$ cat src/hdl/hsvld_div.sv
module hsvld_div #(
  parameter int NUM_W  = 32,
  parameter int DEN_W  = 16,
  parameter int QUO_W  = 17,
  parameter int SIDE_W = 1
) (
  input  logic              clk,
  input  logic              rst,
  input  logic              en,
  input  logic              in_valid,
  input  logic [NUM_W-1:0]  num,
  input  logic [DEN_W-1:0]  den,
  input  logic [SIDE_W-1:0] side_in,
  output logic              out_valid,
  output logic [QUO_W-1:0]  quo,
  output logic [SIDE_W-1:0] side_out
);

  localparam int CMP_W = NUM_W + DEN_W + QUO_W;

  logic              vld    [QUO_W];
  logic [NUM_W-1:0]  rem_q  [QUO_W];
  logic [DEN_W-1:0]  den_q  [QUO_W];
  logic [QUO_W-1:0]  quo_q  [QUO_W];
  logic [SIDE_W-1:0] side_q [QUO_W];

  // one restoring step per stage, msb of the quotient first
  for (genvar k = 0; k < QUO_W; k++) begin : g_stage
    logic              vs;
    logic [NUM_W-1:0]  rs;
    logic [DEN_W-1:0]  ds;
    logic [QUO_W-1:0]  qs;
    logic [SIDE_W-1:0] ss;
    logic [CMP_W-1:0]  trial;
    logic              take;

    if (k == 0) begin : g_first
      assign vs = in_valid;
      assign rs = num;
      assign ds = den;
      assign qs = '0;
      assign ss = side_in;
    end else begin : g_next
      assign vs = vld[k-1];
      assign rs = rem_q[k-1];
      assign ds = den_q[k-1];
      assign qs = quo_q[k-1];
      assign ss = side_q[k-1];
    end

    assign trial = CMP_W'(ds) << (QUO_W - 1 - k);
    assign take  = CMP_W'(rs) >= trial;

    always_ff @(posedge clk) begin
      if (rst) begin
        vld[k] <= 1'b0;
      end else if (en) begin
        vld[k] <= vs;
      end
    end

    always_ff @(posedge clk) begin
      if (en) begin
        rem_q[k]  <= take ? rs - NUM_W'(trial) : rs;
        quo_q[k]  <= (qs << 1) | QUO_W'(take);
        den_q[k]  <= ds;
        side_q[k] <= ss;
      end
    end
  end

  assign out_valid = vld[QUO_W-1];
  assign quo       = quo_q[QUO_W-1];
  assign side_out  = side_q[QUO_W-1];

endmodule

$ cat config.mk
export PLATFORM = sky130hd
export DESIGN_NAME = hsvld_div
export DESIGN_NICKNAME = d
export VERILOG_FILES = /design/src/hdl/hsvld_div.sv
export SDC_FILE = /design/constraint.sdc
export NUM_CORES = 2
export LEC_CHECK = 0
export BUFFER_PORTS_ARGS = -buffer_cell sky130_fd_sc_hd__buf_2
export CAP_MARGIN = 20
export CORE_AREA = 2 2 404 206
export CTS_CLUSTER_DIAMETER = 150
export CTS_CLUSTER_SIZE = 8
export DETAILED_ROUTE_END_ITERATION = 10
export DIE_AREA = 0 0 406 208
export GPL_TIMING_DRIVEN = 0
export HOLD_SLACK_MARGIN = 0.03
export PLACE_DENSITY = 0.76
export SKIP_LAST_GASP = 1
export SYNTH_ARGS = -nofsm -noshare
export SYNTH_HDL_FRONTEND = slang
export SYNTH_SLANG_ARGS = --single-unit
$ cat constraint.sdc
create_clock -name clk -period 5.5 [get_ports clk]
set_input_delay 1.65 -clock clk [delete_from_list [all_inputs] [get_ports clk]]
set_output_delay 1.65 -clock clk [all_outputs]
set_load 0.005 [all_outputs]
==> impl_metrics.csv <==
group,metric,value,unit
outcome,outcome,"complete, no violations",
route,via_count,33120,
synth,synth_xor_area_share,5.648,%
floorplanning,die_h,208,µm
floorplanning,core_area,80830,µm²
worst_setup_path,critPathMaxStageDelay,0.70,ns
synth,synth-edff-count,955,
synth,synth_top_area_share,59.65,%
route,met2_length,39190,µm
clock_network,cts-hold-fix-buffers,0,
global_routing,antenna_found_initial,1,
synth,yosys_warnings,0,
timing,min_period_over_period,96.75,%
clock_network,cts_tree,"yes",
synth,synth_top_flop_cell,"edfxtp_1",
synth,syn-cell-area,48070,µm²
timing,maxSlewViolCount,0,
worst_setup_path,cp-end-kind,"flip-flop",
global_routing,overflow,0,
synth,avgSynthCellArea,12.24,µm²
timing,hold_violations,0,
timing,worst-slew-pin-transition,1.168,ns
timing,skew,0.04376,ns
synth,synth_mux_area_share,1.705,%
worst_setup_path,cp-start-kind,"input pin",
worst_setup_path,crit_path_max_fanout,10,
timing,fin_setup_tns,0,ns
clock_network,cts_buffers,137,
synth,seq_area_frac_synth,59.65,%
finish,drive_above_1_share,8.215,%
route,highest_layer,"met5",
worst_hold_path,whs_path_depth,0,
place,numPortBuffers,71,
worst_hold_path,hold_path.class,"flip-flop to flip-flop",
synth,ys_types,75,
finish,nets,4490,
synth,synth_cells,3926,
power_and_ir_drop,p_per_area,513.1,nW/µm²
worst_setup_path,crit_path_cell_trace,"buf_2 -> inv_1 -> ha_1 -> fa_1 -> nor2b_1 -> o21ai_0 -> a21o_1 -> a21oi_2 -> a41oi_1 -> o31ai_1 -> clkbuf_1 -> clkbuf_2 -> a21oi_1",
route,routed_wl,117500,µm
synth,synth-simple-area-share,10.54,%
floorplanning,die_w,406,µm
synth,synth-async-reset-ratio,0,%
global_routing,grt_max_degree,129,
clock_network,clockBufferDepth,3,
route,via_per_inst,6.290,
power_and_ir_drop,p_leak,20.57,nW
finish,synthToLayoutAreaGrowth,12.06,%
worst_setup_path,crit_type,"input pin to flip-flop",
synth,synthTopCellsByArea,"edfxtp_1, ha_1, xor2_1, xnor2_1, inv_1",
place,dp.final_hpwl,86090,µm
place,place.gp.congestion,0.9737,
route,wl_per_cell,22.31,µm
clock_network,htreeDepth,4,
worst_setup_path,cp_data_arrival_time,5.79,ns
route,met3_length,20370,µm
clock_network,path_clk_slew,0.05,ns
synth,synth-compound-area-share,11.41,%
route,first_iter_violations,4868,
power_and_ir_drop,power,27.64,mW
floorplanning,start_util,59.47,%
synth,yosysTopAreaCell,"edfxtp_1",
floorplanning,ios,72,
synth,synth_top_family_by_area,"compound AO/OA/AOI/OAI gates",
timing,fmax,187.9,MHz
worst_setup_path,worstPathRequired,5.97,ns
floorplanning,rows,74,
global_routing,grt_pass1_wl,179000,µm
timing,min_period,5.321,ns
finish,fillers,5744,
synth,ys_ff_latch,955,
timing,slew_headroom,21.45,%
worst_setup_path,critPathSlowestCell,"clkbuf_1",
power_and_ir_drop,irDropWorstVdd,386.7,µV
route,wl_met1,56340,µm
timing,report.final.setup_viol,0,
global_routing,grt_pass1_vias,30380,
job,maxCapViolations,0,
worst_setup_path,rr_worst_depth,12,
clock_network,cts.sink_count,955,
clock_network,clk_latency,0.76,ns
global_routing,track_usage,27.77,%
route,ant_nets,0,
synth,synthAdderAreaFrac,7.746,%
route,route.detailed.drc,0,
timing,rsz0062_at_grt,"false",
clock_network,cts_root_buffer,"clkbuf_16",
route,drtPass1Iterations,5,
floorplanning,dieArea,84450,µm²
synth,syn-num-nets,4267,
synth_stat cells, types with 16 or more instances:
| library cell | number |
|---|---|
| fa_1 | 16 |
| xnor2_1 | 151 |
| and3_1 | 23 |
| nand3_1 | 47 |
| nand4_1 | 36 |
| or4_1 | 20 |
| a31oi_1 | 23 |
| nor2_1 | 215 |
| o21bai_1 | 24 |
| a21oi_1 | 223 |
| or3_1 | 32 |
| inv_1 | 344 |
| a211oi_1 | 33 |
| or2_2 | 21 |
| o211ai_1 | 23 |
| nand2_1 | 294 |
| clkbuf_1 | 65 |
| xor2_1 | 159 |
| edfxtp_1 | 955 |
| nor2b_1 | 47 |
| o21a_1 | 31 |
| and2_1 | 24 |
| nor3_1 | 79 |
| a211o_1 | 16 |
| nor4_1 | 59 |
| a2111oi_0 | 16 |
| ha_1 | 272 |
| o31ai_1 | 21 |
| a21o_1 | 96 |
| o21ai_0 | 253 |
| mux2_2 | 62 |
| nand2b_1 | 54 |
layout by cell type, fill, tap and decap left out, types with 23 or more instances in the layout:
cell type  count
edfxtp_1     955
inv_1        344
nand2_1      294
ha_1         272
o21ai_0      253
a21oi_1      222
nor2_1       215
xor2_1       159
xnor2_1      151
clkbuf_16    137
a21o_1        96
nor3_1        78
buf_2         77
clkbuf_1      64
mux2_2        62
nor4_1        59
nand2b_1      54
nor2b_1       47
nand3_1       47
nand4_1       36
a211oi_1      33
or3_1         32
o21a_1        31
and2_1        24
o21bai_1      24
and3_1        23
a31oi_1       23
o211ai_1      23
worst max-delay path: cells and delay by family:
kind	cells	cell delay, ns
compound gates	6	2.00
buf+inv	4	1.32
fa+ha+maj	2	0.65
simple gates	1	0.15
path summary, 6_finish.rpt:
check	slack, ns	start	end
setup / recovery	0.18	num[16]	rem_q[0][28]$_DFFE_PP_
hold reg to reg	0.41	quo_q[1][85]$_DFFE_PP_	quo_q[1][103]$_DFFE_PP_
hold / removal	0.41	quo_q[1][85]$_DFFE_PP_	quo_q[1][103]$_DFFE_PP_
setup reg to reg	0.77	rem_q[0][356]$_DFFE_PP_	rem_q[0][403]$_DFFE_PP_
layout make-up:
cell class | count | area (µm²) | area share, %
Sequential cell | 955 | 28680 | 53.23
Multi-Input combinational cell | 2552 | 17820 | 33.08
Clock buffer | 137 | 3428 | 6.364
Tap cell | 1102 | 1379 | 2.559
Inverter | 344 | 1291 | 2.397
Timing Repair Buffer | 84 | 604.3 | 1.122
Clock inverter | 16 | 375.4 | 0.6968
Buffer | 75 | 294.0 | 0.5458
Antenna cell | 1 | 2.502 | 0.004645
sequential cells by signal, indices dropped and copies added (netlist names):
register  flops
side_q       17
rem_q       512
vld          17
den_q       256
quo_q       153
through the flow:
step                instances  hold slack, ns  area [µm²]  utilization (%)  worst slack (ns)
global placement         5099          0.4003       49810            61.62            -12.57
detailed placement       5112          0.4045       50060            61.93           -0.7696
global route             5265          0.4199       53870            66.65            0.2133
CTS                      5265          0.4135       53870            66.65            0.3066
finish                   5266          0.4095       53870            66.65            0.1786
floorplan                3926          0.4003       48070                -             1.231
where the power goes:
group	switching [mW]	internal, mW	total [mW]	leakage (nW)
logic	5.53	3.59	9.13	9.50
registers	0.876	10.0	10.9	9.23
clock network	3.16	4.46	7.63	1.84
total	9.57	18.1	27.6	20.6
metal layers:
| metal | track usage [%] | up-vias |
|---|---|---|
| li1 | - | 15000 |
| met1 | 47.93 | 15950 |
| met2 | 29.41 | 2035 |
| met3 | 12.49 | 133 |
| met4 | 6.268 | 4 |
| met5 | 1.019 | - |
what timing repair did:
| action | 4_1_cts | 5_1_grt |
|---|---|---|
| setup buffers | 0 | 0 |
| setup endpoints to repair | 1 | 9 |
| gates resized for setup | 1 | 2 |
cells by family (layout without fill, tap and decap cells):
| logic type | after synthesis | in the layout |
|---|---|---|
| buf+inv | 419 | 656 |
| fa+ha+maj | 288 | 288 |
| mux | 74 | 74 |
| compound gates | 870 | 870 |
| flops | 955 | 955 |
| xor+xnor | 310 | 310 |
| other cells | 0 | 1 |
| simple gates | 1010 | 1010 |
Power figures use the tool's default switching activity.
