`config.mk`:
```
export PLATFORM = sky130hd
export DESIGN_NAME = hsvld_front
export DESIGN_NICKNAME = d
export VERILOG_FILES = /design/src/hdl/hsvld_pkg.sv /design/src/hdl/hsvld_front.sv
export SDC_FILE = /design/constraint.sdc
export NUM_CORES = 1
export LEC_CHECK = 0
export ABC_AREA = 1
export BUFFER_PORTS_ARGS = -buffer_cell sky130_fd_sc_hd__clkbuf_2
export CAP_MARGIN = 10
export CORE_AREA = 2 2 238 240
export DETAILED_ROUTE_END_ITERATION = 8
export DIE_AREA = 0 0 240 242
export SLEW_MARGIN = 20
export SYNTH_ARGS = -nofsm -noshare
export SYNTH_HDL_FRONTEND = slang
export SYNTH_SLANG_ARGS = --single-unit
```
`constraint.sdc`:
```
create_clock -name clk -period 8.57 [get_ports clk]
set_clock_uncertainty 0.2 [all_clocks]
set_input_delay 0.857 -clock clk [delete_from_list [all_inputs] [get_ports clk]]
set_output_delay 0.857 -clock clk [all_outputs]
set_load 0.1 [all_outputs]
```
`src/hdl/hsvld_pkg.sv`:
```
package hsvld_pkg;

  // fixed field and format widths
  localparam int FACTOR_W = 14;
  localparam int FRAC_W   = 16;
  localparam int SAT_W    = 17;
  localparam int HUE_W    = 19;
  localparam int SEC_W    = 3;

  localparam logic [FACTOR_W-1:0] PERCENT = 14'd100;
  localparam logic [SAT_W-1:0]    ONE_Q16 = 17'h10000;

  // hue sector base for the channel that holds the maximum
  localparam logic [SEC_W-1:0] HUE_BASE_RED      = 3'd0;
  localparam logic [SEC_W-1:0] HUE_BASE_GREEN    = 3'd2;
  localparam logic [SEC_W-1:0] HUE_BASE_BLUE     = 3'd4;
  localparam logic [SEC_W-1:0] HUE_BASE_RED_WRAP = 3'd6;

  typedef enum logic [SEC_W-1:0] {
    SEC_RED_YELLOW,
    SEC_YELLOW_GREEN,
    SEC_GREEN_CYAN,
    SEC_CYAN_BLUE,
    SEC_BLUE_MAGENTA,
    SEC_MAGENTA_RED
  } sector_t;

  // per-word control flags that travel down the pipe
  typedef struct packed {
    logic lighten;
    logic pass;
    logic gray;
  } ctl_t;

  // floor(10000 / f) for f below 100, entry 0 unused
  localparam logic [FACTOR_W-1:0] RECIP [100] = '{
    0, 10000, 5000, 3333, 2500, 2000, 1666, 1428, 1250, 1111,
    1000, 909, 833, 769, 714, 666, 625, 588, 555, 526,
    500, 476, 454, 434, 416, 400, 384, 370, 357, 344,
    333, 322, 312, 303, 294, 285, 277, 270, 263, 256,
    250, 243, 238, 232, 227, 222, 217, 212, 208, 204,
    200, 196, 192, 188, 185, 181, 178, 175, 172, 169,
    166, 163, 161, 158, 156, 153, 151, 149, 147, 144,
    142, 140, 138, 136, 135, 133, 131, 129, 128, 126,
    125, 123, 121, 120, 119, 117, 116, 114, 113, 112,
    111, 109, 108, 107, 106, 105, 104, 103, 102, 101
  };

endpackage

```
`src/hdl/hsvld_front.sv`:
```
module hsvld_front #(
  parameter int COMPONENT_WIDTH = 16
) (
  input  logic                                   clk,
  input  logic                                   rst,
  input  logic                                   en,
  input  logic                                   in_valid,
  input  logic                                   operation,
  input  logic [hsvld_pkg::FACTOR_W-1:0]         factor,
  input  logic [15:0]                            red_in,
  input  logic [15:0]                            green_in,
  input  logic [15:0]                            blue_in,
  input  logic [15:0]                            alpha_in,
  output logic                                   out_valid,
  output hsvld_pkg::ctl_t                        ctl,
  output logic [COMPONENT_WIDTH-1:0]             red,
  output logic [COMPONENT_WIDTH-1:0]             green,
  output logic [COMPONENT_WIDTH-1:0]             blue,
  output logic [15:0]                            alpha,
  output logic [COMPONENT_WIDTH-1:0]             max_c,
  output logic [COMPONENT_WIDTH-1:0]             delta,
  output logic [COMPONENT_WIDTH-1:0]             diff,
  output logic                                   diff_neg,
  output logic [hsvld_pkg::SEC_W-1:0]            hue_base,
  output logic [COMPONENT_WIDTH+hsvld_pkg::FACTOR_W-1:0] prod,
  output logic [hsvld_pkg::FACTOR_W-1:0]         den
);

  import hsvld_pkg::*;

  localparam int W   = COMPONENT_WIDTH;
  localparam int P_W = W + FACTOR_W;

  // factor fixup: small factors swap the operation and take the reciprocal
  logic                low_f;
  logic [6:0]          idx;
  logic [FACTOR_W-1:0] fa;

  assign low_f = factor < PERCENT;
  assign idx   = low_f ? factor[6:0] : '0;
  assign fa    = low_f ? RECIP[idx] : factor;

  logic                v1;
  logic                light1;
  logic                pass1;
  logic [FACTOR_W-1:0] fa1;
  logic [W-1:0]        r1;
  logic [W-1:0]        g1;
  logic [W-1:0]        b1;
  logic [15:0]         a1;

  always_ff @(posedge clk) begin
    if (rst) begin
      v1 <= 1'b0;
    end else if (en) begin
      v1 <= in_valid;
    end
  end

  always_ff @(posedge clk) begin
    if (en) begin
      light1 <= ~operation ^ low_f;
      pass1  <= factor == '0;
      fa1    <= fa;
      r1     <= red_in[W-1:0];
      g1     <= green_in[W-1:0];
      b1     <= blue_in[W-1:0];
      a1     <= alpha_in;
    end
  end

  // max, min and hue numerator for the sector of the maximum
  logic [W-1:0]        mx;
  logic [W-1:0]        mn;
  logic [W-1:0]        hp;
  logic [W-1:0]        hq;
  logic                neg;
  logic [SEC_W-1:0]    base;
  logic [FACTOR_W-1:0] mul;
  logic [FACTOR_W-1:0] dv;

  always_comb begin
    mx = (r1 > g1) ? r1 : g1;
    if (b1 > mx) begin
      mx = b1;
    end
    mn = (r1 < g1) ? r1 : g1;
    if (b1 < mn) begin
      mn = b1;
    end
    priority if (r1 == mx) begin
      hp = g1;
      hq = b1;
    end else if (g1 == mx) begin
      hp = b1;
      hq = r1;
    end else begin
      hp = r1;
      hq = g1;
    end
    neg = hp < hq;
    priority if (r1 == mx) begin
      base = neg ? HUE_BASE_RED_WRAP : HUE_BASE_RED;
    end else if (g1 == mx) begin
      base = HUE_BASE_GREEN;
    end else begin
      base = HUE_BASE_BLUE;
    end
    mul = light1 ? fa1 : PERCENT;
    dv  = light1 ? PERCENT : fa1;
  end

  always_ff @(posedge clk) begin
    if (rst) begin
      out_valid <= 1'b0;
    end else if (en) begin
      out_valid <= v1;
    end
  end

  always_ff @(posedge clk) begin
    if (en) begin
      ctl.lighten <= light1;
      ctl.pass    <= pass1;
      ctl.gray    <= mx == mn;
      red         <= r1;
      green       <= g1;
      blue        <= b1;
      alpha       <= a1;
      max_c       <= mx;
      delta       <= mx - mn;
      diff        <= neg ? hq - hp : hp - hq;
      diff_neg    <= neg;
      hue_base    <= base;
      prod        <= P_W'(mx) * P_W'(mul);
      den         <= dv;
    end
  end

endmodule

```
==> flow_metrics.py, run 1 <==
metrics = {
    "clocking": {
        "cts_tree": "built",
        "path_clk_slew_ns": 0.06,
        "postCtsHoldBufs": 0,
        "cts_num_sinks": 244,
        "clkLatencyLatePin_ns": 0.59,
        "cts_buffers": 28,
        "cts_root_buffer": "clkbuf_16",
        "cts_buffer_depth": 3,
        "cts_max_level": 1,
    },
    "synth": {
        "synth_top_cell_by_area": "edfxtp_1",
        "postSynthAreaPerCell_sq_um": 8.71,
        "synth_area_sq_um": 21900,
        "ys_seq_elements": 244,
        "synthArstFlopShare_pct": 0,
        "synth_area_leaders": "edfxtp_1, fa_1, ha_1",
        "synthFlopType": "edfxtp_1",
        "synth_edf_count": 242,
        "synth_top_area_share_pct": 33.2,
        "syn_nets": 2964,
        "synth.distinct_cells": 57,
        "synth_warnings": 0,
        "ys_seq_area_share_pct": 33.4,
        "synthCells": 2516,
    },
    "floorplanning": {
        "core_sq_um": 55700,
        "die_y_um": 242,
        "design.die.area_sq_um": 58100,
        "start_util_pct": 39.3,
        "die_w_um": 240,
        "num_rows": 87,
        "ioPinCount": 247,
    },
    "setup_path": {
        "worstPathRequired_ns": 8.69,
        "critPathArrivalTime_ns": 8.72,
        "cp-start-kind": "flip-flop",
        "cp_num_buf_inv": 11,
        "path_delay_family": "adder cells",
        "crit_top_cell": "fa_1",
        "end_kind": "flip-flop",
        "cpMaxStageDelayCell": "fa_1",
        "crit_fanout": 6,
        "slowest_delay_ns": 0.58,
        "worstSetupPathType": "reg2reg",
    },
    "layout": {
        "area_growth_syn_to_layout_pct": 29.9,
        "nNetsFinal": 3499,
        "final_common_cell": "nand2_1",
        "drive_gt1_share_pct": 28.6,
        "post-route-util_pct": 51.0,
        "fillers": 5283,
        "final_cell_mix": "nand2_1, inv_1, buf_4, clkbuf_2",
    },
    "timing": {
        "grt_setup_unrepaired": "true",
        "fin_crit_sh_pct": 100,
        "hold_slack_ns": 0.221,
        "fin_ws_ns": -0.0249,
        "period_needed_ns": 8.59,
        "slew_headroom_pct": 31.6,
        "slew_violations": 0,
        "fmax_mhz": 116,
        "setup-violations-final": 2,
        "worst_slew_pin_slew_ns": 1.02,
        "finalHoldViolations": 0,
    },
    "grt": {
        "grt_max_degree": 150,
        "grt_first_pass_wirelength_um": 113000,
        "antenna_found_initial": 1,
        "overflow": 0,
        "track_usage_pct": 25.1,
        "first_global_vias": 20005,
    },
    "placed_design": {
        "portBuffers": 245,
        "dpl.hpwl_um": 57600,
        "routabilityCongestion": 0.968,
    },
    "detailed_routing": {
        "drtIter0Drc": 1458,
        "drc": 0,
        "dr_total_vias": 19671,
        "dr.pass1.iters": 6,
        "wl_per_cell_um": 19.4,
        "wl_um": 74400,
        "viasPerCell": 5.14,
        "ant_nets": 0,
    },
    "run_status": {
        "violations": "negative setup slack",
        "outcome": "complete, but fails checks",
    },
    "job": {
        "maxCapViolations": 0,
    },
    "worst_hold_path": {
        "hp-class": "reg2reg",
    },
}
[worst register-to-register path, delay by kind of cell, from the launching register on]
family / cells / cell delay (ns)
simple gates: 19 / 1.75
xor+xnor: 1 / 0.08
flops: 1 / 0.43
buf+inv: 11 / 0.99
compound gates: 6 / 1.13
fa+ha+maj: 9 / 3.80
[cells in the mapped netlist, types with 10 or more instances]
| cell | instances |
|---|---|
| ha_1 | 197 |
| clkinv_1 | 25 |
| a21oi_1 | 109 |
| o21ai_0 | 113 |
| nand4_1 | 13 |
| clkbuf_1 | 38 |
| edfxtp_1 | 242 |
| fa_1 | 168 |
| nand3_2 | 35 |
| nand2_2 | 11 |
| buf_2 | 12 |
| a31oi_1 | 13 |
| nand2_1 | 554 |
| inv_1 | 376 |
| buf_6 | 10 |
| xnor2_1 | 18 |
| nor2_1 | 253 |
| nand3_1 | 170 |
| xor2_1 | 41 |
[layout make-up]
class | count | area (sq um) | area share, %
Multi-Input combinational cell | 1798 | 13800 | 48.6
Sequential cell | 244 | 7310 | 25.7
Timing Repair Buffer | 569 | 3920 | 13.8
Inverter | 409 | 1580 | 5.55
Tap cell | 756 | 946 | 3.32
Clock buffer | 31 | 733 | 2.58
Clock inverter | 18 | 141 | 0.497
Timing Repair inverter | 1 | 8.76 | 0.0308
Antenna cell | 1 | 2.50 | 0.00880
[path summary, 6_finish.rpt]
check	from	cells past startpoint	slack [ns]	end
worst min-delay path	a1[9]$_DFFE_PP_	0	0.22	alpha[9]$_DFFE_PP_
worst max-delay path	g1[11]$_DFFE_PP_	46	-0.02	prod[27]$_DFFE_PP_
worst max register to register	g1[11]$_DFFE_PP_	46	-0.02	prod[27]$_DFFE_PP_
worst min register to register	a1[9]$_DFFE_PP_	0	0.22	alpha[9]$_DFFE_PP_
[state kept, by name, indices dropped and copies added, names as in the netlist, 3 cells and up]
signal,cells
blue,16
fa1,14
red,16
den,14
alpha,16
ctl,3
max_c,16
prod,30
g1,16
diff,16
delta,16
green,16
a1,16
r1,16
b1,16
[stage by stage]
step	TNS [ns]	area (sq um)	instances	worst slack, ns
after CTS	0	27500	3806	0.00355
after floorplan	0	21900	2516	0.0259
after global placement	-3.34	25700	3707	-0.399
after detailed placement	-5.03	25700	3707	-0.511
final	-0.0339	28500	3827	-0.0249
after global routing	-3.37	28400	3826	-0.403
[timing repair]
item                                    CTS  global route
endpoints found under the setup margin   18            31
cloned                                    4             2
buffers inserted                         47            18
resized for setup                       117           178
pin swaps                                53            71
[logic make-up after synthesis]
kind of cell / Yosys count / share of synthesized area (%)
AOI/OAI and AO/OA: 303 / 7.92
xor gates and xnor gates: 59 / 2.36
adders and majority gates: 365 / 26.6
buffers and inverters: 476 / 8.72
DFF: 244 / 33.4
muxes: 1 / 0.0457
other: 1 / 0.0171
and+or+nand+nor: 1067 / 21.0
[per-layer routing]
metal  vias up  routed length [um]  GRT usage (%)  share of wire [%]
li1       9281                   -              -                  -
met1      9575               29700           31.5                 40
met2       645               37500           44.4                 50
met3       170                3690           2.45                5.0
met4         0                3480           9.63                4.7
met5         -                   0              0                  0
Power of run 1 is left out: the tool's default activity adds up to more than one toggle a clock period on the data nets, which glitch-free logic cannot reach.
==> inputs of run 2 (changes only) <==
--- a/config.mk
+++ b/config.mk
@@ -8,9 +8,9 @@
 export ABC_AREA = 1
 export BUFFER_PORTS_ARGS = -buffer_cell sky130_fd_sc_hd__clkbuf_2
 export CAP_MARGIN = 10
-export CORE_AREA = 2 2 238 240
+export CORE_AREA = 8 8 244 246
 export DETAILED_ROUTE_END_ITERATION = 8
-export DIE_AREA = 0 0 240 242
+export DIE_AREA = 0 0 252 254
 export SLEW_MARGIN = 20
 export SYNTH_ARGS = -nofsm -noshare
 export SYNTH_HDL_FRONTEND = slang
==> run 2 against run 1 <==
  * The run now ends clean
  * Via count is 0.93% lower
  * Final area is 1.4% lower
  * Clock-buffer cell count stayed put
  * Register-to-register slack better by 0.15 ns
  * Hold slack worse by 0.0024 ns
  * Highest routed layer unchanged
  * Fmax is 1.8% higher
  * Worst setup slack better by 0.15 ns
  * Critical path type unchanged
  * First-iteration DRC count is 14% lower
  * Core utilization is 0.70 points lower
  * Final cell count is 0.86% lower
  * Global-route usage is 2.7 points lower
==> flow_metrics.py, run 2 (synthesis gave the netlist of run 1 again) <==
metrics = {
    "run_status": {
        "outcome": "completed",
    },
    "timing": {
        "finalHoldViolations": 0,
        "fin_crit_sh_pct": 98.5,
        "tns_ns": 0,
        "worst_slew_pin_slew_ns": 1.01,
        "fmax_mhz": 118,
        "period_needed_ns": 8.44,
        "grt_setup_unrepaired": "true",
        "hold_slack_ns": 0.218,
        "slew_headroom_pct": 31.7,
        "slew_violations": 0,
        "setup-violations-final": 0,
    },
    "layout": {
        "drive_gt1_share_pct": 27.4,
        "final_cell_mix": "nand2_1, inv_1, buf_4, clkbuf_2",
        "final_common_cell": "nand2_1",
        "antenna_cells": 0,
        "regMostFlops": "prod",
        "instances_no_fill": 3794,
        "nNetsFinal": 3468,
        "area_growth_syn_to_layout_pct": 28.1,
        "fillers": 5382,
        "largest_reg_flops": 30,
    },
    "clocking": {
        "cts_max_level": 1,
        "clkLatencyLatePin_ns": 0.60,
        "cts_buffer_depth": 3,
        "cts_num_sinks": 244,
        "cts_buffers": 28,
        "postCtsHoldBufs": 0,
        "cts_root_buffer": "clkbuf_16",
        "path_clk_slew_ns": 0.06,
        "cts_tree": "built",
    },
    "grt": {
        "grt_first_pass_wirelength_um": 113000,
        "overflow": 0,
        "first_global_vias": 19790,
        "grt_max_degree": 150,
        "antenna_found_initial": 1,
        "track_usage_pct": 22.4,
    },
    "job": {
        "maxCapViolations": 0,
    },
    "setup_path": {
        "cpMaxStageDelayCell": "fa_2",
        "crit_top_cell": "nand2_1",
        "worstRegToRegCells": 48,
        "end_kind": "flip-flop",
        "crit_fanout": 7,
        "rrSetupSlack_ns": 0.13,
        "timing.rr.end": "prod[19]$_DFFE_PP_",
        "r2r_start": "r1[1]$_DFFE_PP_",
        "critPathArrivalTime_ns": 8.62,
        "cp-start-kind": "flip-flop",
        "slowest_delay_ns": 0.60,
        "worstSetupPathType": "reg2reg",
        "worstPathRequired_ns": 8.74,
    },
    "placed_design": {
        "routabilityCongestion": 0.942,
        "place_inst": 3699,
        "portBuffers": 245,
        "dpl.hpwl_um": 59300,
    },
    "floorplanning": {
        "num_rows": 87,
        "ioPinCount": 247,
        "start_util_pct": 39.3,
        "die_w_um": 252,
        "die_y_um": 254,
        "design.die.area_sq_um": 64000,
        "core_sq_um": 55700,
    },
    "detailed_routing": {
        "drtIter0Drc": 1253,
        "dr_total_vias": 19489,
        "viasPerCell": 5.14,
        "wl_per_cell_um": 19.5,
        "ant_nets": 0,
        "dr.pass1.iters": 6,
        "drc": 0,
        "wl_um": 74100,
    },
    "worst_hold_path": {
        "hold_path_startpoint": "a1[14]$_DFFE_PP_",
        "min_to": "alpha[14]$_DFFE_PP_",
        "hp-class": "reg2reg",
        "hold_depth": 0,
    },
}
## run 2: how the worst max path moves through the flow
stage | start | end | depth (start not counted)
floorplan | g1[10]$_DFFE_PP_ | prod[27]$_DFFE_PP_ | 48
global placement | r1[14]$_DFFE_PP_ | prod[26]$_DFFE_PP_ | 40
detailed placement | g1[9]$_DFFE_PP_ | prod[26]$_DFFE_PP_ | 43
CTS | r1[15]$_DFFE_PP_ | prod[27]$_DFFE_PP_ | 42
global route | r1[1]$_DFFE_PP_ | prod[27]$_DFFE_PP_ | 49
finish | r1[1]$_DFFE_PP_ | prod[19]$_DFFE_PP_ | 48
## run 2: worst max-delay path: cells and delay by family, from the launching register on
family                   cells  cell delay, ns
AND/OR/NAND/NOR             22            1.81
AO/OA/AOI/OAI                2            0.18
flip-flops                   1            0.44
XOR/XNOR                     1            0.25
adder cells (fa/ha/maj)      9            3.99
buffers and inverters       14            1.34
## run 2: what timing repair did
item / CTS / global route
setup endpoints to repair: 17 / 20
pin swaps: 28 / 88
buffers inserted: 13 / 31
resized for setup: 47 / 214
cloned: 0 / 3
## run 2: per-stage QoR
stage	worst slack, ns	util (%)	cell area [sq um]
after global placement	-0.342	46.0	25600
after global routing	-0.213	50.3	28100
after floorplan	0.0259	-	21900
final	0.126	50.3	28100
after detailed placement	-0.400	46.0	25600
after CTS	0.000168	48.2	26900
## run 2: layer usage
layer	share of wire, %	track usage [%]
met1	39	26.8
met2	52	41.5
met3	4.8	2.15
met4	4.3	7.98
met5	0	0
## run 2: area by class of cell
| cell class | instances | area [sq um] | area share, % |
|---|---|---|---|
| Clock buffer | 31 | 712 | 2.54 |
| Clock inverter | 17 | 251 | 0.896 |
| Inverter | 409 | 1560 | 5.56 |
| Multi-Input combinational cell | 1798 | 13600 | 48.6 |
| Sequential cell | 244 | 7310 | 26.0 |
| Tap cell | 756 | 946 | 3.37 |
| Timing Repair Buffer | 539 | 3640 | 13.0 |
Power of run 2 is left out for the same reason.
