File: src/hdl/hsvld_pkg.sv
package hsvld_pkg;

  // fixed field and format widths
  localparam int FACTOR_W = 14;
  localparam int FRAC_W   = 16;
  localparam int SAT_W    = 17;
  localparam int HUE_W    = 19;
  localparam int SEC_W    = 3;

  localparam logic [FACTOR_W-1:0] PERCENT = 14'd100;
  localparam logic [SAT_W-1:0]    ONE_Q16 = 17'h10000;

  // hue sector base for the channel that holds the maximum
  localparam logic [SEC_W-1:0] HUE_BASE_RED      = 3'd0;
  localparam logic [SEC_W-1:0] HUE_BASE_GREEN    = 3'd2;
  localparam logic [SEC_W-1:0] HUE_BASE_BLUE     = 3'd4;
  localparam logic [SEC_W-1:0] HUE_BASE_RED_WRAP = 3'd6;

  typedef enum logic [SEC_W-1:0] {
    SEC_RED_YELLOW,
    SEC_YELLOW_GREEN,
    SEC_GREEN_CYAN,
    SEC_CYAN_BLUE,
    SEC_BLUE_MAGENTA,
    SEC_MAGENTA_RED
  } sector_t;

  // per-word control flags that travel down the pipe
  typedef struct packed {
    logic lighten;
    logic pass;
    logic gray;
  } ctl_t;

  // floor(10000 / f) for f below 100, entry 0 unused
  localparam logic [FACTOR_W-1:0] RECIP [100] = '{
    0, 10000, 5000, 3333, 2500, 2000, 1666, 1428, 1250, 1111,
    1000, 909, 833, 769, 714, 666, 625, 588, 555, 526,
    500, 476, 454, 434, 416, 400, 384, 370, 357, 344,
    333, 322, 312, 303, 294, 285, 277, 270, 263, 256,
    250, 243, 238, 232, 227, 222, 217, 212, 208, 204,
    200, 196, 192, 188, 185, 181, 178, 175, 172, 169,
    166, 163, 161, 158, 156, 153, 151, 149, 147, 144,
    142, 140, 138, 136, 135, 133, 131, 129, 128, 126,
    125, 123, 121, 120, 119, 117, 116, 114, 113, 112,
    111, 109, 108, 107, 106, 105, 104, 103, 102, 101
  };

endpackage

File: src/hdl/hsvld_back.sv
module hsvld_back #(
  parameter int COMPONENT_WIDTH = 16
) (
  input  logic                              clk,
  input  logic                              rst,
  input  logic                              en,
  input  logic                              in_valid,
  input  logic [COMPONENT_WIDTH+23:0]       val,
  input  hsvld_pkg::ctl_t                   ctl,
  input  logic [hsvld_pkg::SAT_W-1:0]       sat,
  input  logic [hsvld_pkg::HUE_W-1:0]       hue,
  input  logic [COMPONENT_WIDTH-1:0]        red,
  input  logic [COMPONENT_WIDTH-1:0]        green,
  input  logic [COMPONENT_WIDTH-1:0]        blue,
  input  logic [15:0]                       alpha,
  output logic                              out_valid,
  output logic [15:0]                       red_out,
  output logic [15:0]                       green_out,
  output logic [15:0]                       blue_out,
  output logic [15:0]                       alpha_out
);

  import hsvld_pkg::*;

  localparam int W     = COMPONENT_WIDTH;
  localparam int VQ_W  = W + 24;
  localparam int VF_W  = W + FRAC_W;
  localparam int SF_W  = W + SAT_W;
  localparam int CQ_W  = W + 33;
  localparam int PH_W  = W + 26;
  localparam int PL_W  = 41;
  localparam int XP_W  = W + 50;
  localparam int MF_W  = W + 32;

  localparam logic [W-1:0]    FS  = '1;
  localparam logic [VQ_W-1:0] FSQ = {8'd0, {W{1'b1}}, {FRAC_W{1'b0}}};

  // value clip and excess against saturation times full scale
  logic            over;
  logic            e1_v;
  logic            e1_over;
  logic [VQ_W-1:0] e1_e;
  logic [SF_W-1:0] e1_sfs;
  logic [VF_W-1:0] e1_vc;
  logic [SAT_W-1:0] e1_s;
  logic [HUE_W-1:0] e1_h;
  ctl_t            e1_ctl;
  logic [W-1:0]    e1_r;
  logic [W-1:0]    e1_g;
  logic [W-1:0]    e1_b;
  logic [15:0]     e1_a;

  assign over = ctl.lighten && (val > FSQ);

  always_ff @(posedge clk) begin
    if (rst) begin
      e1_v <= 1'b0;
    end else if (en) begin
      e1_v <= in_valid;
    end
  end

  always_ff @(posedge clk) begin
    if (en) begin
      e1_over <= over;
      e1_e    <= val - FSQ;
      e1_sfs  <= SF_W'(sat) * SF_W'(FS);
      e1_vc   <= over ? FSQ[VF_W-1:0] : val[VF_W-1:0];
      e1_s    <= sat;
      e1_h    <= hue;
      e1_ctl  <= ctl;
      e1_r    <= red;
      e1_g    <= green;
      e1_b    <= blue;
      e1_a    <= alpha;
    end
  end

  // excess divided by full scale: with e = q * 2^W + r, e / fs = q + (q + r) / fs,
  // so the high part is folded onto the low part three times
  logic             flag;
  logic [VF_W-1:0]  ex0;
  logic [VF_W-1:0]  fold1;
  logic             x1_v;
  logic [VF_W-1:0]  x1_quo;
  logic [VF_W-1:0]  x1_rest;
  logic             x1_over;
  logic             x1_flag;
  logic [SAT_W-1:0] x1_s;
  logic [HUE_W-1:0] x1_h;
  logic [VF_W-1:0]  x1_vc;
  ctl_t             x1_ctl;
  logic [W-1:0]     x1_r;
  logic [W-1:0]     x1_g;
  logic [W-1:0]     x1_b;
  logic [15:0]      x1_a;

  assign flag  = e1_e < VQ_W'(e1_sfs);
  assign ex0   = e1_e[VF_W-1:0];
  assign fold1 = VF_W'(ex0[VF_W-1:W]) + VF_W'(ex0[W-1:0]);

  always_ff @(posedge clk) begin
    if (rst) begin
      x1_v <= 1'b0;
    end else if (en) begin
      x1_v <= e1_v;
    end
  end

  always_ff @(posedge clk) begin
    if (en) begin
      x1_quo  <= VF_W'(ex0[VF_W-1:W]);
      x1_rest <= fold1;
      x1_over <= e1_over;
      x1_flag <= flag;
      x1_s    <= e1_s;
      x1_h    <= e1_h;
      x1_vc   <= e1_vc;
      x1_ctl  <= e1_ctl;
      x1_r    <= e1_r;
      x1_g    <= e1_g;
      x1_b    <= e1_b;
      x1_a    <= e1_a;
    end
  end

  // second and third fold, remainder is then below twice full scale
  logic [VF_W-1:0]  fold2;
  logic [VF_W-1:0]  fold3;
  logic             x2_v;
  logic [VF_W-1:0]  x2_quo;
  logic [VF_W-1:0]  x2_rest;
  logic             x2_over;
  logic             x2_flag;
  logic [SAT_W-1:0] x2_s;
  logic [HUE_W-1:0] x2_h;
  logic [VF_W-1:0]  x2_vc;
  ctl_t             x2_ctl;
  logic [W-1:0]     x2_r;
  logic [W-1:0]     x2_g;
  logic [W-1:0]     x2_b;
  logic [15:0]      x2_a;

  assign fold2 = VF_W'(x1_rest[VF_W-1:W]) + VF_W'(x1_rest[W-1:0]);
  assign fold3 = VF_W'(fold2[VF_W-1:W]) + VF_W'(fold2[W-1:0]);

  always_ff @(posedge clk) begin
    if (rst) begin
      x2_v <= 1'b0;
    end else if (en) begin
      x2_v <= x1_v;
    end
  end

  always_ff @(posedge clk) begin
    if (en) begin
      x2_quo  <= x1_quo + VF_W'(x1_rest[VF_W-1:W]) + VF_W'(fold2[VF_W-1:W]);
      x2_rest <= fold3;
      x2_over <= x1_over;
      x2_flag <= x1_flag;
      x2_s    <= x1_s;
      x2_h    <= x1_h;
      x2_vc   <= x1_vc;
      x2_ctl  <= x1_ctl;
      x2_r    <= x1_r;
      x2_g    <= x1_g;
      x2_b    <= x1_b;
      x2_a    <= x1_a;
    end
  end

  // saturation after the excess is taken off
  logic [VF_W-1:0]  ex_full;
  logic [SAT_W-1:0] ex_q;
  logic             c1_v;
  logic [SAT_W-1:0] c1_s;
  logic [HUE_W-1:0] c1_h;
  logic [VF_W-1:0]  c1_vc;
  ctl_t             c1_ctl;
  logic [W-1:0]     c1_r;
  logic [W-1:0]     c1_g;
  logic [W-1:0]     c1_b;
  logic [15:0]      c1_a;

  assign ex_full = x2_quo + VF_W'(x2_rest >= VF_W'(FS));
  assign ex_q    = ex_full[SAT_W-1:0];

  always_ff @(posedge clk) begin
    if (rst) begin
      c1_v <= 1'b0;
    end else if (en) begin
      c1_v <= x2_v;
    end
  end

  always_ff @(posedge clk) begin
    if (en) begin
      c1_s   <= !x2_over ? x2_s : (x2_flag ? x2_s - ex_q : '0);
      c1_h   <= x2_h;
      c1_vc  <= x2_vc;
      c1_ctl <= x2_ctl;
      c1_r   <= x2_r;
      c1_g   <= x2_g;
      c1_b   <= x2_b;
      c1_a   <= x2_a;
    end
  end

  // chroma product and sector weight
  logic [SAT_W-1:0] t;
  logic [SAT_W-1:0] d;
  logic             c2_v;
  logic [CQ_W-1:0]  c2_cq;
  logic [SAT_W-1:0] c2_w;
  sector_t          c2_sec;
  logic [VF_W-1:0]  c2_vc;
  ctl_t             c2_ctl;
  logic [W-1:0]     c2_r;
  logic [W-1:0]     c2_g;
  logic [W-1:0]     c2_b;
  logic [15:0]      c2_a;

  assign t = c1_h[SAT_W-1:0];
  assign d = (t >= ONE_Q16) ? t - ONE_Q16 : ONE_Q16 - t;

  always_ff @(posedge clk) begin
    if (rst) begin
      c2_v <= 1'b0;
    end else if (en) begin
      c2_v <= c1_v;
    end
  end

  always_ff @(posedge clk) begin
    if (en) begin
      c2_cq  <= CQ_W'(c1_vc) * CQ_W'(c1_s);
      c2_w   <= ONE_Q16 - d;
      c2_sec <= sector_t'(c1_h[HUE_W-1:FRAC_W]);
      c2_vc  <= c1_vc;
      c2_ctl <= c1_ctl;
      c2_r   <= c1_r;
      c2_g   <= c1_g;
      c2_b   <= c1_b;
      c2_a   <= c1_a;
    end
  end

  // weighted chroma in two partial products, offset term
  logic [MF_W-1:0] mfull;
  logic            c3_v;
  logic [PH_W-1:0] c3_phi;
  logic [PL_W-1:0] c3_plo;
  logic [W-1:0]    c3_c;
  logic [W-1:0]    c3_m;
  logic [W-1:0]    c3_gv;
  sector_t         c3_sec;
  ctl_t            c3_ctl;
  logic [W-1:0]    c3_r;
  logic [W-1:0]    c3_g;
  logic [W-1:0]    c3_b;
  logic [15:0]     c3_a;

  assign mfull = {c2_vc, {FRAC_W{1'b0}}} - MF_W'(c2_cq);

  always_ff @(posedge clk) begin
    if (rst) begin
      c3_v <= 1'b0;
    end else if (en) begin
      c3_v <= c2_v;
    end
  end

  always_ff @(posedge clk) begin
    if (en) begin
      c3_phi <= PH_W'(c2_cq[CQ_W-1:24]) * PH_W'(c2_w);
      c3_plo <= PL_W'(c2_cq[23:0]) * PL_W'(c2_w);
      c3_c   <= c2_cq[W+31:32];
      c3_m   <= mfull[W+31:32];
      c3_gv  <= c2_vc[VF_W-1:FRAC_W];
      c3_sec <= c2_sec;
      c3_ctl <= c2_ctl;
      c3_r   <= c2_r;
      c3_g   <= c2_g;
      c3_b   <= c2_b;
      c3_a   <= c2_a;
    end
  end

  // place chroma by sector and add the offset
  logic [XP_W-1:0] xs;
  logic [W-1:0]    x;
  logic [W-1:0]    rc;
  logic [W-1:0]    gc;
  logic [W-1:0]    bc;
  logic [W-1:0]    rs;
  logic [W-1:0]    gs;
  logic [W-1:0]    bs;

  assign xs = (XP_W'(c3_phi) << 24) + XP_W'(c3_plo);
  assign x  = xs[W+47:48];

  always_comb begin
    unique case (c3_sec)
      SEC_RED_YELLOW: begin
        rc = c3_c;
        gc = x;
        bc = '0;
      end
      SEC_YELLOW_GREEN: begin
        rc = x;
        gc = c3_c;
        bc = '0;
      end
      SEC_GREEN_CYAN: begin
        rc = '0;
        gc = c3_c;
        bc = x;
      end
      SEC_CYAN_BLUE: begin
        rc = '0;
        gc = x;
        bc = c3_c;
      end
      SEC_BLUE_MAGENTA: begin
        rc = x;
        gc = '0;
        bc = c3_c;
      end
      default: begin
        rc = c3_c;
        gc = '0;
        bc = x;
      end
    endcase
    priority if (c3_ctl.pass) begin
      rs = c3_r;
      gs = c3_g;
      bs = c3_b;
    end else if (c3_ctl.gray) begin
      rs = c3_gv;
      gs = c3_gv;
      bs = c3_gv;
    end else begin
      rs = rc + c3_m;
      gs = gc + c3_m;
      bs = bc + c3_m;
    end
  end

  // output register
  always_ff @(posedge clk) begin
    if (rst) begin
      out_valid <= 1'b0;
    end else if (en) begin
      out_valid <= c3_v;
    end
  end

  always_ff @(posedge clk) begin
    if (en) begin
      red_out   <= 16'(rs);
      green_out <= 16'(gs);
      blue_out  <= 16'(bs);
      alpha_out <= c3_a;
    end
  end

endmodule

File: config.mk
export PLATFORM = sky130hd
export DESIGN_NAME = hsvld_back
export DESIGN_NICKNAME = d
export VERILOG_FILES = /design/src/hdl/hsvld_pkg.sv /design/src/hdl/hsvld_back.sv
export SDC_FILE = /design/constraint.sdc
export NUM_CORES = 2
export LEC_CHECK = 0
export BUFFER_PORTS_ARGS = -buffer_cell sky130_fd_sc_hd__buf_2
export CORE_MARGIN = 2
export CORE_UTILIZATION = 40
export CTS_BUF_LIST = sky130_fd_sc_hd__clkbuf_4 sky130_fd_sc_hd__clkbuf_8
export CTS_CLUSTER_SIZE = 40
export DETAILED_ROUTE_END_ITERATION = 16
export PLACE_DENSITY = 0.65
export SLEW_MARGIN = 15
export SYNTH_ARGS = -nofsm -noshare
export SYNTH_HDL_FRONTEND = slang
export SYNTH_SLANG_ARGS = --single-unit
File: constraint.sdc
create_clock -name clk -period 6.4 [get_ports clk]
set_clock_uncertainty 0.05 [all_clocks]
set_input_delay 0.64 -clock clk [delete_from_list [all_inputs] [get_ports clk]]
set_output_delay 0.64 -clock clk [all_outputs]
set_load 0.01 [all_outputs]
==> results by group <==
Setup path
  – FF-to-FF setup slack: -170 ps
  – Critical Setup Path Class: register to register
  – Critical path data arrival time: slightly above 7000 ps
  – Data required, critical path: a little over 7000 ps
  – Crit Path Max Fanout: 5
  – CP endpoint kind: register
  – Startpoint Class: register

Die
  – Total die area: 0.232 mm^2
  – Core ar.: 0.227 mm^2
  – Io pins: 212
  – Site Rows: 175
  – Die H: between 400 and 500 um
  – Die width: 482 um
  – Starting density of the core: 40.2%

GRT
  – Initial antenna violation count: 13
  – Vias in the first global route: around 65000
  – Largest net degree at the start of global routing: 187
  – GRT Total Usage: 19.2%
  – GR Overflow Total: 0
  – First-pass GRT wire length: 350 mm

CTS
  – CTS Buffer Depth: 3
  – Clock transition at the registers of the reported paths: 90 ps
  – CTS root buf: clkbuf_8
  – H-tree depth: 4
  – CTS buffer count: 185
  – Clock latency on the worst-skew pair: around 970 ps
  – CTS tree: built
  – Clk sinks: 1092

Timing
  – Pins Over Slew Limit: 0
  – Fin worst setup slack: -175 ps
  – Final Cycle Share: 103%
  – Final hold violation count: 0
  – Max Freq: 0.152 GHz
  – Slew HR: 24.5%
  – Slew @ Worst Pin: 1120 ps
  – Fin crit period: 6570 ps
  – Final setup violation count: 17
  – Unrepaired setup endpoints after global routing: yes
  – TNS Setup: -1730 ps

Placed design
  – Placed cell area: 0.100 mm^2
  – Post-DP HPWL: 173 mm
  – Routability congestion estimate: 0.931
  – Port bufs: 211

Yosys
  – Synthesis warning total: 0
  – Post-synth EDFFs: 1085
  – FFs w/ async S/R, synth: 0%
  – Seq cells post-synth: about 1100
  – Mapped Nets: 10157
  – Top cell type's share of synthesized area: 35.7%
  – Cell variety after synth: 93
  – Mean post-synth cell area: 11.2 um^2
  – Sequential cell area fraction in the yosys report: a little over a third
  – Mapped Cells: 8139
  – Yosys top cell by area: edfxtp_1
  – Synth area leaders: edfxtp_1 (36%), fa_1 (28%), ha_1 (8.4%)
  – Mapped Area: 0.0912 mm^2
  – Most common flop cell mapped by yosys: edfxtp_1

Worst hold path
  – Hold WC Path Type: input port to register

Layout
  – Share of post-route cells with drive strength above 1: 18.1%
  – Final instance area: 0.109 mm^2
  – Synth-to-layout area growth: 19.2%
  – Final net count: about 11000

Route
  – Remaining DRCs: 0
  – Wirelength per Cell: between 15 and 20 um
  – DR iter-0 viols: 3858
  – DR vias/cell: 4.88
  – First-pass iteration count of the detailed router: 6
  – Final wirelength: 219 mm
  – Post-route ant nets: 0
  – Via Count: around 60000

Status
  – Outcome: complete, but fails checks
  – Failing checks: setup timing

Flow run
  – Max cap viols: 0
## cell type report
| type | count | area (um^2) |
|---|---|---|
| Fill cell | 20159 | 118000 |
| Clock inverter | 101 | 912 |
| Timing Repair Buffer | 1160 | 9440 |
| Sequential cell | 1092 | 32700 |
| Tap cell | 3009 | 3760 |
| Inverter | 1664 | 6250 |
| Antenna cell | 10 | 25.0 |
| Clock buffer | 230 | 2880 |
| Multi-Input combinational cell | 5081 | 52700 |
## routing by layer
metal	GRT usage [%]	routed length, um
met5	0	75
met4	6.32	6770
met2	31.8	105000
met3	3.12	12100
met1	25.6	94800
## sequential cells by signal, indices dropped and copies added (netlist names), 19 cells and up
signal,cells
e1_sfs,33
c2_cq,49
e1_vc,32
x2_vc,32
x1_vc,32
e1_e,40
e1_h,19
c1_vc,32
x2_h,19
c2_vc,32
x1_h,19
c1_h,19
c3_phi,40
## worst max-delay path: stages (launching register included)
cell      delay (ps)
edfxtp_1         450
buf_6            170
buf_4            130
nand2_1           80
fa_1             430
inv_1             90
fa_1             450
fa_1             500
fa_1             510
fa_1             550
inv_2             50
fa_1             510
inv_2             50
ha_4             250
a21o_1           180
a31oi_2          200
o21ai_2          100
and4_1           220
o31a_1           370
a31oi_4          220
buf_6            130
o21ai_4           70
a211o_1          280
a21oi_2          150
xnor2_1           80
## final timing paths
| kind | cells after the start | to | start |
|---|---|---|---|
| max reg2reg | 24 | c2_cq[46] | c1_vc[10] |
| min reg2reg | 0 | x2_s[11] | x1_s[11] |
| max | 24 | c2_cq[46] | c1_vc[10] |
| min | 1 | c3_g[13] | en |
## synthesized netlist by cell type, types with 59 or more instances
| library cell | n |
|---|---|
| clkbuf_1 | 292 |
| xnor2_1 | 214 |
| xor2_1 | 98 |
| nor2_1 | 170 |
| o21ai_0 | 164 |
| nand3_1 | 93 |
| fa_1 | 1260 |
| ha_1 | 611 |
| and2_1 | 556 |
| nor3_1 | 59 |
| inv_1 | 1664 |
| a21oi_1 | 183 |
| nand2_1 | 1020 |
| a21o_1 | 98 |
| edfxtp_1 | 1085 |
## cell families (layout without fill, tap and decap cells)
logic type                 Yosys count  count (layout)  share of synthesized area [%]
DFF                               1092            1092                           35.9
other                                0              10                              0
adders and majority gates         1871            1871                           36.0
xor gates and xnor gates           315             315                           3.07
muxes                               42              42                          0.492
and+or+nand+nor                   2144            2144                           11.4
AOI/OAI and AO/OA                  709             709                           5.06
buffers and inverters             1966            3155                           8.11
## through the flow
step	util, %	setup slack, ps	instances	hold WS [ps]
5_1_grt	47.9	-385	12345	87.7
3_3_place_gp	44.1	-449	11709	350
4_1_cts	47.3	-153	12296	14.7
6_report	47.9	-175	12347	130
3_5_place_dp	44.1	-453	11709	355
2_1_floorplan	-	-36.2	8139	350
## layout by cell type, fill, tap and decap left out, drive strengths merged, types with 33 or more instances in the layout
| cell type | n |
|---|---|
| and3 | 34 |
| a21oi | 190 |
| fa | 1260 |
| nand2 | 1020 |
| clkinv | 77 |
| ha | 611 |
| nor2 | 170 |
| dlygate4sd3 | 147 |
| edfxtp | 1085 |
| nor2b | 33 |
| clkbuf | 230 |
| nand3 | 93 |
| and2 | 556 |
| buf | 1010 |
| a21o | 98 |
| nor3 | 60 |
| xnor2 | 214 |
| xor2 | 98 |
| o21ai | 170 |
| nand2b | 50 |
| inv | 1674 |
## timing repair
action | 4_1_cts | 5_1_grt
hold endpoints to repair | 177 | 0
setup endpoints to repair | 42 | 54
buffers inserted | 112 | 57
hold buffers | 149 | 0
pin swaps | 132 | 210
resized for setup | 238 | 253
cloned | 3 | 0
Power is not shown: default switching activity piles up to over one toggle a cycle in this logic, so the estimate is an artifact.
